File: config.mk
export PLATFORM = sky130hd
export DESIGN_NAME = batched_selective_repeat_sender
export DESIGN_NICKNAME = d
export VERILOG_FILES = /design/src/hw/rtl/bsrs_pkg.sv /design/src/hw/rtl/batched_selective_repeat_sender.sv /design/src/hw/rtl/bsrs_ctrl.sv /design/src/hw/rtl/bsrs_dp.sv
export VERILOG_INCLUDE_DIRS = /design/src /design/src/hw/rtl
export SDC_FILE = /design/constraint.sdc
export NUM_CORES = 1
export LEC_CHECK = 0
export ABC_AREA = 1
export BUFFER_PORTS_ARGS = -buffer_cell sky130_fd_sc_hd__buf_2
export CORE_ASPECT_RATIO = 1.75
export CORE_MARGIN = 2
export CORE_UTILIZATION = 33
export CTS_CLUSTER_DIAMETER = 40
export DETAILED_ROUTE_END_ITERATION = 8
export GPL_TIMING_DRIVEN = 1
export PLACE_DENSITY = 0.49
export SLEW_MARGIN = 20
export SYNTH_ARGS = -nofsm -noshare
export SYNTH_HDL_FRONTEND = slang
export SYNTH_SLANG_ARGS = --single-unit
File: constraint.sdc
create_clock -name clk -period 4.3 [get_ports clk]
set_clock_uncertainty 0.1 [all_clocks]
set_input_delay 0 -clock clk [delete_from_list [all_inputs] [get_ports clk]]
set_output_delay 0 -clock clk [all_outputs]
set_load 0.01 [all_outputs]
File: src/hw/rtl/assert_macros.svh
// ----------------------------------------------------------------------------
// Assertion macros
// Concurrent assertion forms of bsrs_dp. Each is sampled on clk and is off
// while arst_n is low.
// ----------------------------------------------------------------------------
`ifndef ASSERT_MACROS_SVH
`define ASSERT_MACROS_SVH

`define CHK_IMPLY(label, ante, cons, msg) \
	label: assert property (@(posedge clk) disable iff (!arst_n) (ante) |-> (cons)) \
		else $error(msg);

`define CHK_ALWAYS(label, expr, msg) \
	label: assert property (@(posedge clk) disable iff (!arst_n) (expr)) \
		else $error(msg);

`endif

File: src/hw/rtl/bsrs_pkg.sv
// ----------------------------------------------------------------------------
// bsrs_pkg
// Types, codes and defaults shared by the batched selective repeat sender.
// ----------------------------------------------------------------------------
package bsrs_pkg;

	localparam int MAX_WINDOW_DEF   = 64;
	localparam int FULL_PAYLOAD_DEF = 1456;

	localparam int CNT_W = 7;

	localparam logic [1:0] CMD_BEGIN = 2'd0;
	localparam logic [1:0] CMD_RX    = 2'd1;
	localparam logic [1:0] CMD_TICK  = 2'd2;

	localparam logic [1:0] RX_ACK = 2'd3;

	localparam logic [1:0] EV_SEND    = 2'd0;
	localparam logic [1:0] EV_DONE    = 2'd1;
	localparam logic [1:0] EV_REFUSED = 2'd2;

	localparam logic [1:0] PKT_START = 2'd0;
	localparam logic [1:0] PKT_END   = 2'd1;
	localparam logic [1:0] PKT_DATA  = 2'd2;

	localparam logic CFG_WINDOW  = 1'b0;
	localparam logic CFG_TIMEOUT = 1'b1;

	localparam logic [CNT_W-1:0] WINDOW_RST  = 7'd8;
	localparam logic [15:0]      TIMEOUT_RST = 16'd500;

	typedef struct packed {
		logic [1:0]  cmd;
		logic [15:0] packet_count;
		logic [10:0] last_length;
		logic [30:0] start_seq;
		logic [1:0]  rx_type;
		logic [31:0] rx_seq;
	} in_item_t;

	typedef struct packed {
		logic [1:0]  event_res;
		logic [1:0]  pkt_type;
		logic [31:0] pkt_seq;
		logic [10:0] pkt_length;
		logic        last;
	} out_item_t;

	typedef enum logic [1:0] {
		PH_IDLE,
		PH_WSTART,
		PH_DATA,
		PH_WEND
	} phase_t;

	typedef enum logic [1:0] {
		ST_IDLE,
		ST_EXEC,
		ST_LAUNCH,
		ST_SCAN
	} ctl_state_t;

	typedef struct packed {
		logic latch;
		logic exec;
		logic launch;
		logic scan;
	} ctl_cmd_t;

	typedef struct packed {
		logic slot_free;
		logic exec_launch;
		logic exec_scan;
		logic launch_scan;
		logic scan_done;
	} dp_sts_t;

endpackage

File: src/hw/rtl/batched_selective_repeat_sender.sv
// ----------------------------------------------------------------------------
// batched_selective_repeat_sender
// Sender side of a batched selective repeat transfer.
//
// The in channel carries one command per beat: begin a transfer, report a
// received packet, or one timer tick. The out channel carries the resulting
// events, one per beat, with last set on the final beat caused by a command.
// Commands that cause nothing produce no beat. The cfg port writes the window
// size and the timeout; the user must write them only while the block is
// idle, since the block itself does not enforce it. A command is taken only
// when the previous one has been fully processed. A start, refused or complete
// event is composed in the exec state and loaded into the output register once
// the slot is free; an end packet is loaded from the launch state. A batch
// launch passes the exec and launch states before the first data beat, then
// sends one data beat per cycle while the slot is free; a resend walks the
// pending bitmap one position per cycle while the slot is free. The single
// output register lets a new command enter while a beat still waits.
// When the receiver stalls, the sequencer holds and no beat is lost.
// Reset clears the transfer state, returns the registers to a window of 8 and
// a timeout of 500 ticks, and leaves the block idle with no beat pending.
// ----------------------------------------------------------------------------
module batched_selective_repeat_sender #(
	parameter int MAX_WINDOW   = bsrs_pkg::MAX_WINDOW_DEF,
	parameter int FULL_PAYLOAD = bsrs_pkg::FULL_PAYLOAD_DEF
) (
	input  logic                clk,
	input  logic                arst_n,
	input  logic                cfg_we,
	input  logic                cfg_index,
	input  logic [15:0]         cfg_wdata,
	input  logic                in_valid,
	output logic                in_ready,
	input  bsrs_pkg::in_item_t  in_data,
	output logic                out_valid,
	input  logic                out_ready,
	output bsrs_pkg::out_item_t out_data
);
	import bsrs_pkg::*;

	ctl_cmd_t ctl_cmd;
	dp_sts_t  dp_sts;

	bsrs_ctrl u_ctrl (
		.clk      (clk),
		.arst_n   (arst_n),
		.in_valid (in_valid),
		.in_ready (in_ready),
		.sts      (dp_sts),
		.cmd      (ctl_cmd)
	);

	bsrs_dp #(
		.MAX_WINDOW   (MAX_WINDOW),
		.FULL_PAYLOAD (FULL_PAYLOAD)
	) u_dp (
		.clk       (clk),
		.arst_n    (arst_n),
		.cfg_we    (cfg_we),
		.cfg_index (cfg_index),
		.cfg_wdata (cfg_wdata),
		.in_data   (in_data),
		.out_valid (out_valid),
		.out_ready (out_ready),
		.out_data  (out_data),
		.cmd       (ctl_cmd),
		.sts       (dp_sts)
	);

endmodule

File: src/hw/rtl/bsrs_ctrl.sv
// ----------------------------------------------------------------------------
// bsrs_ctrl
// Sequencer for the sender: takes one beat, runs it, then may launch a batch
// or walk the pending bitmap one position per cycle while the slot is free.
// ----------------------------------------------------------------------------
module bsrs_ctrl (
	input  logic              clk,
	input  logic              arst_n,
	input  logic              in_valid,
	output logic              in_ready,
	input  bsrs_pkg::dp_sts_t sts,
	output bsrs_pkg::ctl_cmd_t cmd
);
	import bsrs_pkg::*;

	ctl_state_t state_q;
	ctl_state_t state_nxt;

	always_ff @(posedge clk or negedge arst_n) begin
		if (!arst_n) begin
			state_q <= ST_IDLE;
		end else begin
			state_q <= state_nxt;
		end
	end

	always_comb begin
		state_nxt = state_q;
		unique case (state_q)
			ST_IDLE: begin
				if (in_valid) begin
					state_nxt = ST_EXEC;
				end
			end
			ST_EXEC: begin
				if (sts.slot_free) begin
					if (sts.exec_launch) begin
						state_nxt = ST_LAUNCH;
					end else if (sts.exec_scan) begin
						state_nxt = ST_SCAN;
					end else begin
						state_nxt = ST_IDLE;
					end
				end
			end
			ST_LAUNCH: begin
				if (sts.slot_free) begin
					state_nxt = sts.launch_scan ? ST_SCAN : ST_IDLE;
				end
			end
			ST_SCAN: begin
				if (sts.slot_free && sts.scan_done) begin
					state_nxt = ST_IDLE;
				end
			end
			default: state_nxt = ST_IDLE;
		endcase
	end

	always_comb begin
		in_ready   = (state_q == ST_IDLE);
		cmd.latch  = (state_q == ST_IDLE) && in_valid;
		cmd.exec   = (state_q == ST_EXEC) && sts.slot_free;
		cmd.launch = (state_q == ST_LAUNCH) && sts.slot_free;
		cmd.scan   = (state_q == ST_SCAN) && sts.slot_free;
	end

endmodule

File: src/hw/rtl/bsrs_dp.sv
// ----------------------------------------------------------------------------
// bsrs_dp
// Datapath of the sender: configuration registers, transfer state, pending
// bitmap, result composition and the output register.
// ----------------------------------------------------------------------------
`include "assert_macros.svh"

module bsrs_dp #(
	parameter int MAX_WINDOW   = bsrs_pkg::MAX_WINDOW_DEF,
	parameter int FULL_PAYLOAD = bsrs_pkg::FULL_PAYLOAD_DEF
) (
	input  logic                clk,
	input  logic                arst_n,
	input  logic                cfg_we,
	input  logic                cfg_index,
	input  logic [15:0]         cfg_wdata,
	input  bsrs_pkg::in_item_t  in_data,
	output logic                out_valid,
	input  logic                out_ready,
	output bsrs_pkg::out_item_t out_data,
	input  bsrs_pkg::ctl_cmd_t  cmd,
	output bsrs_pkg::dp_sts_t   sts
);
	import bsrs_pkg::*;

	localparam int IW = (MAX_WINDOW > 1) ? $clog2(MAX_WINDOW) : 1;
	localparam logic [10:0]      FULL_LEN = 11'(FULL_PAYLOAD);
	localparam logic [CNT_W-1:0] WMAX     = CNT_W'(MAX_WINDOW);

	logic [CNT_W-1:0]      window_q;
	logic [15:0]           timeout_q;
	in_item_t              in_q;
	phase_t                phase_q;
	logic [MAX_WINDOW-1:0] pend_q;
	logic [15:0]           base_q;
	logic [CNT_W-1:0]      count_q;
	logic [15:0]           total_q;
	logic [10:0]           flen_q;
	logic [30:0]           sess_q;
	logic [15:0]           tick_q;
	logic [IW-1:0]         idx_q;
	out_item_t             out_q;
	logic                  out_valid_q;

	logic                  match;
	logic                  begin_ok;
	logic                  refuse;
	logic                  open_ok;
	logic                  end_ok;
	logic                  ack_hit;
	logic [31:0]           ack_off;
	logic                  tick_inc;
	logic                  fire;
	logic                  next_batch;
	logic                  resend;
	logic                  have_data;
	logic [CNT_W-1:0]      w_clamp;
	logic [15:0]           remaining;
	logic [CNT_W-1:0]      w_batch;
	logic [MAX_WINDOW-1:0] w_mask;
	logic [MAX_WINDOW-1:0] cnt_mask;
	logic [MAX_WINDOW-1:0] above_mask;
	logic                  cur_pend;
	logic                  more_pend;
	logic [15:0]           data_seq;
	logic [10:0]           data_len;
	logic                  slot_free;
	logic                  emit;
	out_item_t             emit_item;

	always_comb begin
		match     = (in_q.rx_type == RX_ACK) && (in_q.rx_seq == {1'b0, sess_q});
		begin_ok  = (in_q.cmd == CMD_BEGIN) && (phase_q == PH_IDLE);
		refuse    = (in_q.cmd == CMD_RX) && (phase_q == PH_WSTART) && !match;
		open_ok   = (in_q.cmd == CMD_RX) && (phase_q == PH_WSTART) && match;
		end_ok    = (in_q.cmd == CMD_RX) && (phase_q == PH_WEND) && match;
		ack_off   = in_q.rx_seq - {16'd0, base_q};
		ack_hit   = (in_q.cmd == CMD_RX) && (phase_q == PH_DATA) && (in_q.rx_type == RX_ACK)
			&& (in_q.rx_seq >= {16'd0, base_q}) && (ack_off < {25'd0, count_q});
		tick_inc  = (in_q.cmd == CMD_TICK) && (phase_q == PH_DATA) && (tick_q < timeout_q);
		fire      = (in_q.cmd == CMD_TICK) && (phase_q == PH_DATA) && !(tick_q < timeout_q);
		next_batch = fire && (pend_q == '0);
		resend    = fire && (pend_q != '0);

		have_data = (base_q < total_q);
		if (window_q == '0) begin
			w_clamp = CNT_W'(1);
		end else if (window_q > WMAX) begin
			w_clamp = WMAX;
		end else begin
			w_clamp = window_q;
		end
		remaining = total_q - base_q;
		w_batch   = ({9'd0, w_clamp} > remaining) ? remaining[CNT_W-1:0] : w_clamp;

		for (int j = 0; j < MAX_WINDOW; j++) begin
			w_mask[j]     = (j < int'(w_batch));
			cnt_mask[j]   = (j < int'(count_q));
			above_mask[j] = (j > int'(idx_q));
		end
		cur_pend  = pend_q[idx_q];
		more_pend = |(pend_q & above_mask);
		data_seq  = base_q + {{(16-IW){1'b0}}, idx_q};
		data_len  = (({1'b0, data_seq} + 17'd1) == {1'b0, total_q}) ? flen_q : FULL_LEN;
	end

	assign slot_free = !out_valid_q || out_ready;

	always_comb begin
		sts.slot_free   = slot_free;
		sts.exec_launch = open_ok || next_batch;
		sts.exec_scan   = resend;
		sts.launch_scan = have_data;
		sts.scan_done   = cur_pend && !more_pend;
	end

	always_comb begin
		emit      = 1'b0;
		emit_item = '0;
		if (cmd.exec) begin
			if (begin_ok) begin
				emit                 = 1'b1;
				emit_item.event_res  = EV_SEND;
				emit_item.pkt_type   = PKT_START;
				emit_item.pkt_seq    = {1'b0, in_q.start_seq};
				emit_item.last       = 1'b1;
			end else if (refuse) begin
				emit                 = 1'b1;
				emit_item.event_res  = EV_REFUSED;
				emit_item.last       = 1'b1;
			end else if (end_ok) begin
				emit                 = 1'b1;
				emit_item.event_res  = EV_DONE;
				emit_item.last       = 1'b1;
			end
		end else if (cmd.launch && !have_data) begin
			emit                 = 1'b1;
			emit_item.event_res  = EV_SEND;
			emit_item.pkt_type   = PKT_END;
			emit_item.pkt_seq    = {1'b0, sess_q};
			emit_item.last       = 1'b1;
		end else if (cmd.scan && cur_pend) begin
			emit                 = 1'b1;
			emit_item.event_res  = EV_SEND;
			emit_item.pkt_type   = PKT_DATA;
			emit_item.pkt_seq    = {16'd0, data_seq};
			emit_item.pkt_length = data_len;
			emit_item.last       = !more_pend;
		end
	end

	always_ff @(posedge clk or negedge arst_n) begin
		if (!arst_n) begin
			window_q  <= WINDOW_RST;
			timeout_q <= TIMEOUT_RST;
		end else if (cfg_we) begin
			unique case (cfg_index)
				CFG_WINDOW:  window_q  <= cfg_wdata[CNT_W-1:0];
				CFG_TIMEOUT: timeout_q <= cfg_wdata;
				default: ;
			endcase
		end
	end

	always_ff @(posedge clk) begin
		if (cmd.latch) begin
			in_q <= in_data;
		end
		if (emit) begin
			out_q <= emit_item;
		end
	end

	always_ff @(posedge clk or negedge arst_n) begin
		if (!arst_n) begin
			out_valid_q <= 1'b0;
		end else if (emit) begin
			out_valid_q <= 1'b1;
		end else if (out_ready) begin
			out_valid_q <= 1'b0;
		end
	end

	always_ff @(posedge clk or negedge arst_n) begin
		if (!arst_n) begin
			phase_q <= PH_IDLE;
			pend_q  <= '0;
			base_q  <= '0;
			count_q <= '0;
			total_q <= '0;
			flen_q  <= '0;
			sess_q  <= '0;
			tick_q  <= '0;
			idx_q   <= '0;
		end else if (cmd.exec) begin
			if (begin_ok) begin
				total_q <= in_q.packet_count;
				flen_q  <= (in_q.last_length > FULL_LEN) ? FULL_LEN : in_q.last_length;
				sess_q  <= in_q.start_seq;
				pend_q  <= '0;
				base_q  <= '0;
				count_q <= '0;
				tick_q  <= '0;
				phase_q <= PH_WSTART;
			end else if (refuse || end_ok) begin
				phase_q <= PH_IDLE;
			end else if (open_ok) begin
				base_q <= '0;
			end else if (ack_hit) begin
				pend_q[ack_off[IW-1:0]] <= 1'b0;
			end else if (tick_inc) begin
				tick_q <= tick_q + 16'd1;
			end else if (fire) begin
				tick_q <= '0;
				idx_q  <= '0;
				if (next_batch) begin
					base_q <= base_q + {9'd0, count_q};
				end
			end
		end else if (cmd.launch) begin
			if (have_data) begin
				count_q <= w_batch;
				pend_q  <= w_mask;
				tick_q  <= '0;
				idx_q   <= '0;
				phase_q <= PH_DATA;
			end else begin
				count_q <= '0;
				pend_q  <= '0;
				phase_q <= PH_WEND;
			end
		end else if (cmd.scan) begin
			idx_q <= idx_q + IW'(1);
		end
	end

	assign out_valid = out_valid_q;
	assign out_data  = out_q;

	`CHK_IMPLY(a_emit_slot, emit, (!out_valid_q || out_ready), "result written over a waiting beat")
	`CHK_ALWAYS(a_pend_in_batch, ((pend_q & ~cnt_mask) == '0), "pending bit outside the batch")
	`CHK_IMPLY(a_scan_idx, cmd.scan, ({{(CNT_W-IW){1'b0}}, idx_q} < count_q), "scan past batch end")
	`CHK_IMPLY(a_idle_clean, (phase_q == PH_IDLE), (pend_q == '0), "pending bits left while idle")

endmodule

# After elaboration in Yosys (flattened, before gate mapping)
# Cells that the tools add are included.
dict set report totals {
  in_bits 116
  output_inout_bits 50
  wordCells 341
  register_bits 337
}
dict set report classes {
  n_eq_ne 32
  reduce_logical 58
  n_addsub 7
  muxes 76
  order_cmp 137
  bitwise_logic 6
}
# op n
set ops {}
lappend ops {{2-to-1 mux 64 bit} 7}
lappend ops {{2-to-1 mux 16 bit} 16}
lappend ops {{< comparator 6 x 7 -> 1 bit (first input constant)} 32}
lappend ops {{> comparator 6 bit (first input constant)} 32}
lappend ops {{AND 64 bit} 2}
lappend ops {{< comparator 5 x 7 -> 1 bit (first input constant)} 16}
lappend ops {{> comparator 5 x 6 -> 1 bit (first input constant)} 16}
lappend ops {{2-to-1 mux 36 bit} 2}
lappend ops {{zero test 64 bit} 1}
lappend ops {{NOT 64 bit} 1}
lappend ops {{nonzero test 64 bit} 1}
lappend ops {{OR reduction 64 bit} 1}
lappend ops {{2-to-1 mux 6 bit} 10}
lappend ops {{< comparator 4 x 7 -> 1 bit (first input constant)} 8}
lappend ops {{2-to-1 mux 7 bit} 7}
lappend ops {{> comparator 4 x 6 -> 1 bit (first input constant)} 8}
lappend ops {{2-to-1 mux 46 bit} 1}
lappend ops {{equality test 32 x 31 -> 1 bit} 1}
lappend ops {{greater-or-equal comparator 32 x 16 -> 1 bit} 1}
lappend ops {{< comparator 16 bit} 2}
lappend ops {{< comparator 32 x 7 -> 1 bit} 1}
lappend ops {{subtractor 32 x 16 -> 32 bit} 1}
lappend ops {{2-to-1 mux 31 bit} 1}
lappend ops {{< comparator 3 x 7 -> 1 bit (first input constant)} 4}
lappend ops {{45 further kinds} 144}

# Longest topological paths before layout
dict set report logic_depth {
  depth_word 12
  ltp_mapped 30
}

# Hierarchy
# From an unflattened synthesis, not the netlist that was laid out.
dict set report unflattened {
  hier_cells 3009
  area_unflattened_um2 21797.2
}
# mod seq_area_each_um2 cells_per_inst instances area_per_inst_um2
set modules_own_cells {}
lappend modules_own_cells {bsrs_dp 9072.5 2980 1 21620.7}
lappend modules_own_cells {bsrs_ctrl 50.0 29 1 176.4}

# Worst setup path after synthesis
# Ideal clock, no wire load.
dict set report synth_path {
  path_type {register to register}
  start {register u_dp.base_q[1]}
  end {register u_dp.out_q (netlist bit u_dp.out_data[0]), enable pin}
  stages_incl_launch_ff 16
  arrival_ps 3052
  setup_slack_ps 742
  synth_period_minus_slack_ps 3558
  required_ps 3795
  path_cell_list {dfrtp_1 > inv_1 > fa_1 > nand3_1 > nand3_1 > nand2_1 > nand2_1 > nand2_1 > nand2_1 > nand2_1 > nand2_1 > nand2_1 > inv_1 > nor2_1 > nor4_1 > nand2_1}
}
dict set report synth_between {
  elab_chain_len 5
}
# item line
set synth_rtl {}
lappend synth_rtl {{start: declaration} bsrs_dp.sv:35} ;# logic [15:0] base_q;
lappend synth_rtl {{start signal: assignment} bsrs_dp.sv:217} ;# base_q <= base_q + {9'd0, count_q};
lappend synth_rtl {{< comparator 16 bit} bsrs_dp.sv:85} ;# have_data = (base_q < total_q);
lappend synth_rtl {{zero test 1 bit} bsrs_dp.sv:136} ;# end else if (cmd.launch && !have_data) begin
lappend synth_rtl {{logical AND 1 bit} bsrs_dp.sv:136}
lappend synth_rtl {{2-to-1 mux 1 bit} bsrs_dp.sv:136}
lappend synth_rtl {{2-to-1 mux 1 bit} bsrs_dp.sv:120} ;# if (cmd.exec) begin
lappend synth_rtl {{via u_dp.emit} bsrs_dp.sv:68} ;# logic emit;
lappend synth_rtl {{end signal: assignment} bsrs_dp.sv:170} ;# out_q <= emit_item;
lappend synth_rtl {{end: declaration} bsrs_dp.sv:42} ;# out_item_t out_q;
# The timed path passes the listed nets, and every way through them passes these cells.
# A chain may end at the register's enable or synchronous reset.

# Worst setup path in the final report
dict set report layout_path {
  start {register u_dp.base_q[0]}
  end {register u_dp.pend_q[55]}
}
dict set report layout_between {
  elab_chain_len 12
  word_cells_on_any_way 26
  classes_between {add/sub (2); order compare (7); eq/ne (1); mux (10); bitwise (2); reduce/logical (4)}
}
# item line
set layout_rtl {}
lappend layout_rtl {{subtractor 32 x 16 -> 32 bit} bsrs_dp.sv:77} ;# ack_off = in_q.rx_seq - {16'd0, base_q};
lappend layout_rtl {{< comparator 6 x 7 -> 1 bit (not written as such) or greater-or-equal comparator 6 x 1 -> 1 bit (tied branches)} bsrs_dp.sv:210} ;# pend_q[ack_off[IW-1:0]] <= 1'b0;
lappend layout_rtl {{logical AND 1 bit (not written as such)} bsrs_dp.sv:210}
lappend layout_rtl {{2-to-1 mux 1 bit (not written as such)} bsrs_dp.sv:210}
lappend layout_rtl {{demux 1 bit (select 6 bit)} n/a}
lappend layout_rtl {{NOT 64 bit (no line)} n/a}
lappend layout_rtl {{AND 64 bit (no line)} n/a}
lappend layout_rtl {{2-to-1 mux 64 bit} bsrs_dp.sv:209} ;# end else if (ack_hit) begin
lappend layout_rtl {{2-to-1 mux 64 bit} bsrs_dp.sv:207} ;# end else if (open_ok) begin
lappend layout_rtl {{2-to-1 mux 64 bit} bsrs_dp.sv:205} ;# end else if (refuse || end_ok) begin
lappend layout_rtl {{2-to-1 mux 64 bit} bsrs_dp.sv:196} ;# if (begin_ok) begin
lappend layout_rtl {{2-to-1 mux 64 bit} bsrs_dp.sv:195} ;# end else if (cmd.exec) begin
lappend layout_rtl {{end signal: assignment} bsrs_dp.sv:223} ;# pend_q <= w_mask;
lappend layout_rtl {{end: declaration} bsrs_dp.sv:34} ;# logic [MAX_WINDOW-1:0] pend_q;
# Several ways; a longest one is shown, not always the timed one. The select of a mux whose other input is x is not followed.

==> results.ini <==
[routing]
vias=22100
first_iter_violations=1368
route.antenna.remaining_nets=0
drt_wl_total_um=89000
firstDrtPassIters=5
via_per_inst=5.073
wl_per_cell_um=20.43
drcViolationCount=0

[global_route]
antenna_found_initial=0
globalRouteOverflowTotal=0
global_route.usage.total_pct=25.79
grt_pass1_wl_um=133100
grt_max_degree=107
first_global_vias=22440

[yosys]
synth_fp_nets=3246
yosys-top-cells-count=973 x nand2_1, 407 x inv_1, 258 x nor2_1
yosys.area.top_type=dfrtp_1
postSynthAreaPerCell_um2=7.247
async_flop_share_pct=58.04
synth_warnings=0
synth.most_common_cell=nand2_1
synthesis.area_um2=22090
synthTopCellsByArea=dfrtp_1 21%, edfxtp_1 19%, nand2_1 17%
synth_cells=3048
synth_edf_count=141
yosysUniqueCellTypes=62
yosys_most_used_dff=dfrtp_1
seq_area_frac_synth_pct=41.30
netlist.area_leader.share_pct=21.30
ys_ff_latch=336

[outcome]
outcome=finished, final reports clean

[sta]
setup_viol=0
fmax_ghz=0.2469
finalHoldViolCount=0
fin_crit_ns=4.050
report.final.slew_viol_count=0
setup_tns_ns=0
worstMarginPinSlew_ns=1.090
fin_crit_sh_pct=94.18
slew_headroom_pct=26.38

[clock_tree]
cts_made_buffers=43
clockBufferDepth=3
clkLatencyLatePin_ns=0.59
clock-root-buffer=clkbuf_16
clkTransAtPathRegs_ns=0.06
clock-sinks=336
cts-htree-levels=2
cts_tree=yes

[pwr]
p_leak_uw=0.01304
cellPowerDensity_nw_per_um2=715.3
fin_total_pwr_uw=19810
ir_drop_mv=0.3754

[worst_setup_path]
crit_start=u_dp.base_q[0]$_DFFE_PN0P_
crit-reg2reg-launch=u_dp.base_q[0]$_DFFE_PN0P_
critPathArrivalTime_ns=4.42
crit_chain=ha_1 -> fa_1 -> inv_1 -> nand3_1 -> nand2_1 -> xor2_2 -> ha_1 -> nand3_1 -> nand3b_1 -> nand2_1 -> inv_1 -> nor2_1 -> nand2_1 -> nor2_1 -> nand4_1 -> nand2_4 -> buf_12 -> nand2_1 -> nand2_1 -> nand2_1
worst-path-max-fanout=22
critPathCaptureType=flip-flop
cp-start-kind=flip-flop
crit_required_ns=4.67
critPathSlowestCell=dfrtp_2
crit_path_frequent_cell=nand2_1
critPathKind=reg -> reg
max_stage_delay_ns=0.46

[floorplanning]
initial_utilization_pct=33.31
fp.dieW_um=199.6
io_pins=166
coreArea_um2=66310
std_cell_rows=125
die_h_um=346.3
dieArea_um2=69110

[worst_hold_path]
hold_class=in -> reg
hp-start=in_data[46]

[placement]
hpwlAfterDp_um=69910
port_buffers=164
gp_congestion=1.016

[layout]
fillers=6974
synthToLayoutAreaGrowth_pct=25.41
antennaDiodeCount=0
drive_gt1_share_pct=13.64
nets=3630

[job]
maxCapViolCount=0

## repair_timing
action	CTS	global route
endpoints found under the setup margin	45	65
gates cloned	0	3
pin swaps	1	8
endpoints found under the hold margin	310	0
buffers inserted	4	11
hold buffers	143	0
resized for setup	3	31
## metal layers
| layer | track usage (%) | share of wire, % | up-vias | wire length (um) |
|---|---|---|---|---|
| li1 | - | - | 10750 | - |
| met4 | 20.85 | 9.6 | 0 | 8522 |
| met1 | 25.82 | 35 | 10350 | 30920 |
| met3 | 2.727 | 3.7 | 308 | 3258 |
| met2 | 47.38 | 52 | 692 | 46300 |
| met5 | 0 | 0 | - | 0 |
## cell families (layout without fill, tap and decap cells)
logic type	Yosys count	after routing	share of synthesized area, %
other cells	1	1	0.01698
buf+inv	489	905	8.547
flops	336	336	41.30
fa+ha+maj	82	82	4.781
xor+xnor	48	48	2.056
simple gates	1684	1687	32.96
compound gates	408	408	10.34
## state kept, by name (all words and copies together), names as in the netlist, 6 cells and up
signal and flops:
u_dp.timeout_q 16, u_dp.flen_q 11, u_dp.pend_q 64, u_dp.count_q 7, u_dp.out_data 47, u_dp.sess_q 31, u_dp.base_q 16, u_dp.total_q 16
u_dp.idx_q 6, u_dp.tick_q 16, u_dp.in_q 94, u_dp.window_q 7
## layout make-up
cell class,count,area [um2],share of cell area (%)
multi-input cells,2226,11280,40.73
inverters,426,1604,5.790
repair buffers,399,3094,11.17
flip-flops and latches,336,9124,32.93
well taps,889,1112,4.015
clock buffers,54,1189,4.291
clock inverters,26,295.3,1.066
## where the power goes
group	total, uW	internal [uW]	switching (uW)	leakage (uW)
sequential	5330	4330	992	0.00378
clock	3750	2190	1570	0.000729
combinational	10700	3500	7240	0.00853
total	19800	10000	9800	0.0130
## cells in the final DEF (no fill, tap or decap), drive strengths merged, types with 19 or more instances in the layout
| master | Yosys | routed |
|---|---|---|
| nand2 | 999 | 1000 |
| inv | 423 | 429 |
| nor2 | 286 | 287 |
| buf | 29 | 256 |
| nand3 | 222 | 223 |
| o21ai | 217 | 217 |
| dfrtp | 188 | 188 |
| dlygate4sd3 | 0 | 142 |
| edfxtp | 141 | 141 |
| a21oi | 114 | 114 |
| ha | 78 | 78 |
| nor3 | 56 | 56 |
| clkbuf | 34 | 55 |
| nand4 | 54 | 54 |
| xor2 | 34 | 34 |
| nor4 | 29 | 29 |
| clkinv | 3 | 19 |
## final timing paths
check / endpoint / slack [ns] / cells past startpoint
max in group asynchronous: u_dp.idx_q[5]$_DFFE_PN0P_ / 2.96 / 4
worst max-delay path: u_dp.pend_q[55]$_DFFE_PN0P_ / 0.25 / 20
worst min register to register: u_dp.total_q[13]$_DFFE_PN0P_ / 0.35 / 2
worst min-delay path: u_dp.in_q[46]$_DFFE_PP_ / 0.02 / 2
worst max register to register: u_dp.pend_q[55]$_DFFE_PN0P_ / 0.25 / 20
min in group asynchronous: u_dp.timeout_q[4]$_DFFE_PN1P_ / 0.45 / 3
## worst max-delay path, delay by kind of cell, from the launching register on
family	cells	cell delay [ns]
adders and majority gates	3	0.98
DFF	1	0.46
and+or+nand+nor	13	1.66
xor gates and xnor gates	1	0.35
buffers and inverters	3	0.36
## per-stage QoR
stage          setup WS, ns  cells  instance area (um2)  utilization [%]  hold WS [ns]
2_1_floorplan        0.7422   3048                22090                -       -0.3956
3_3_place_gp        -0.1479   4115                24450            36.88      -0.08310
3_5_place_dp        -0.1078   4115                24450            36.88      -0.07483
4_1_cts             0.03796   4342                27440            41.38     0.0004639
5_1_grt            -0.03256   4356                27700            41.78      0.009378
6_report             0.2502   4356                27700            41.78       0.01798
No activity file was read; power rests on OpenSTA's default activity.
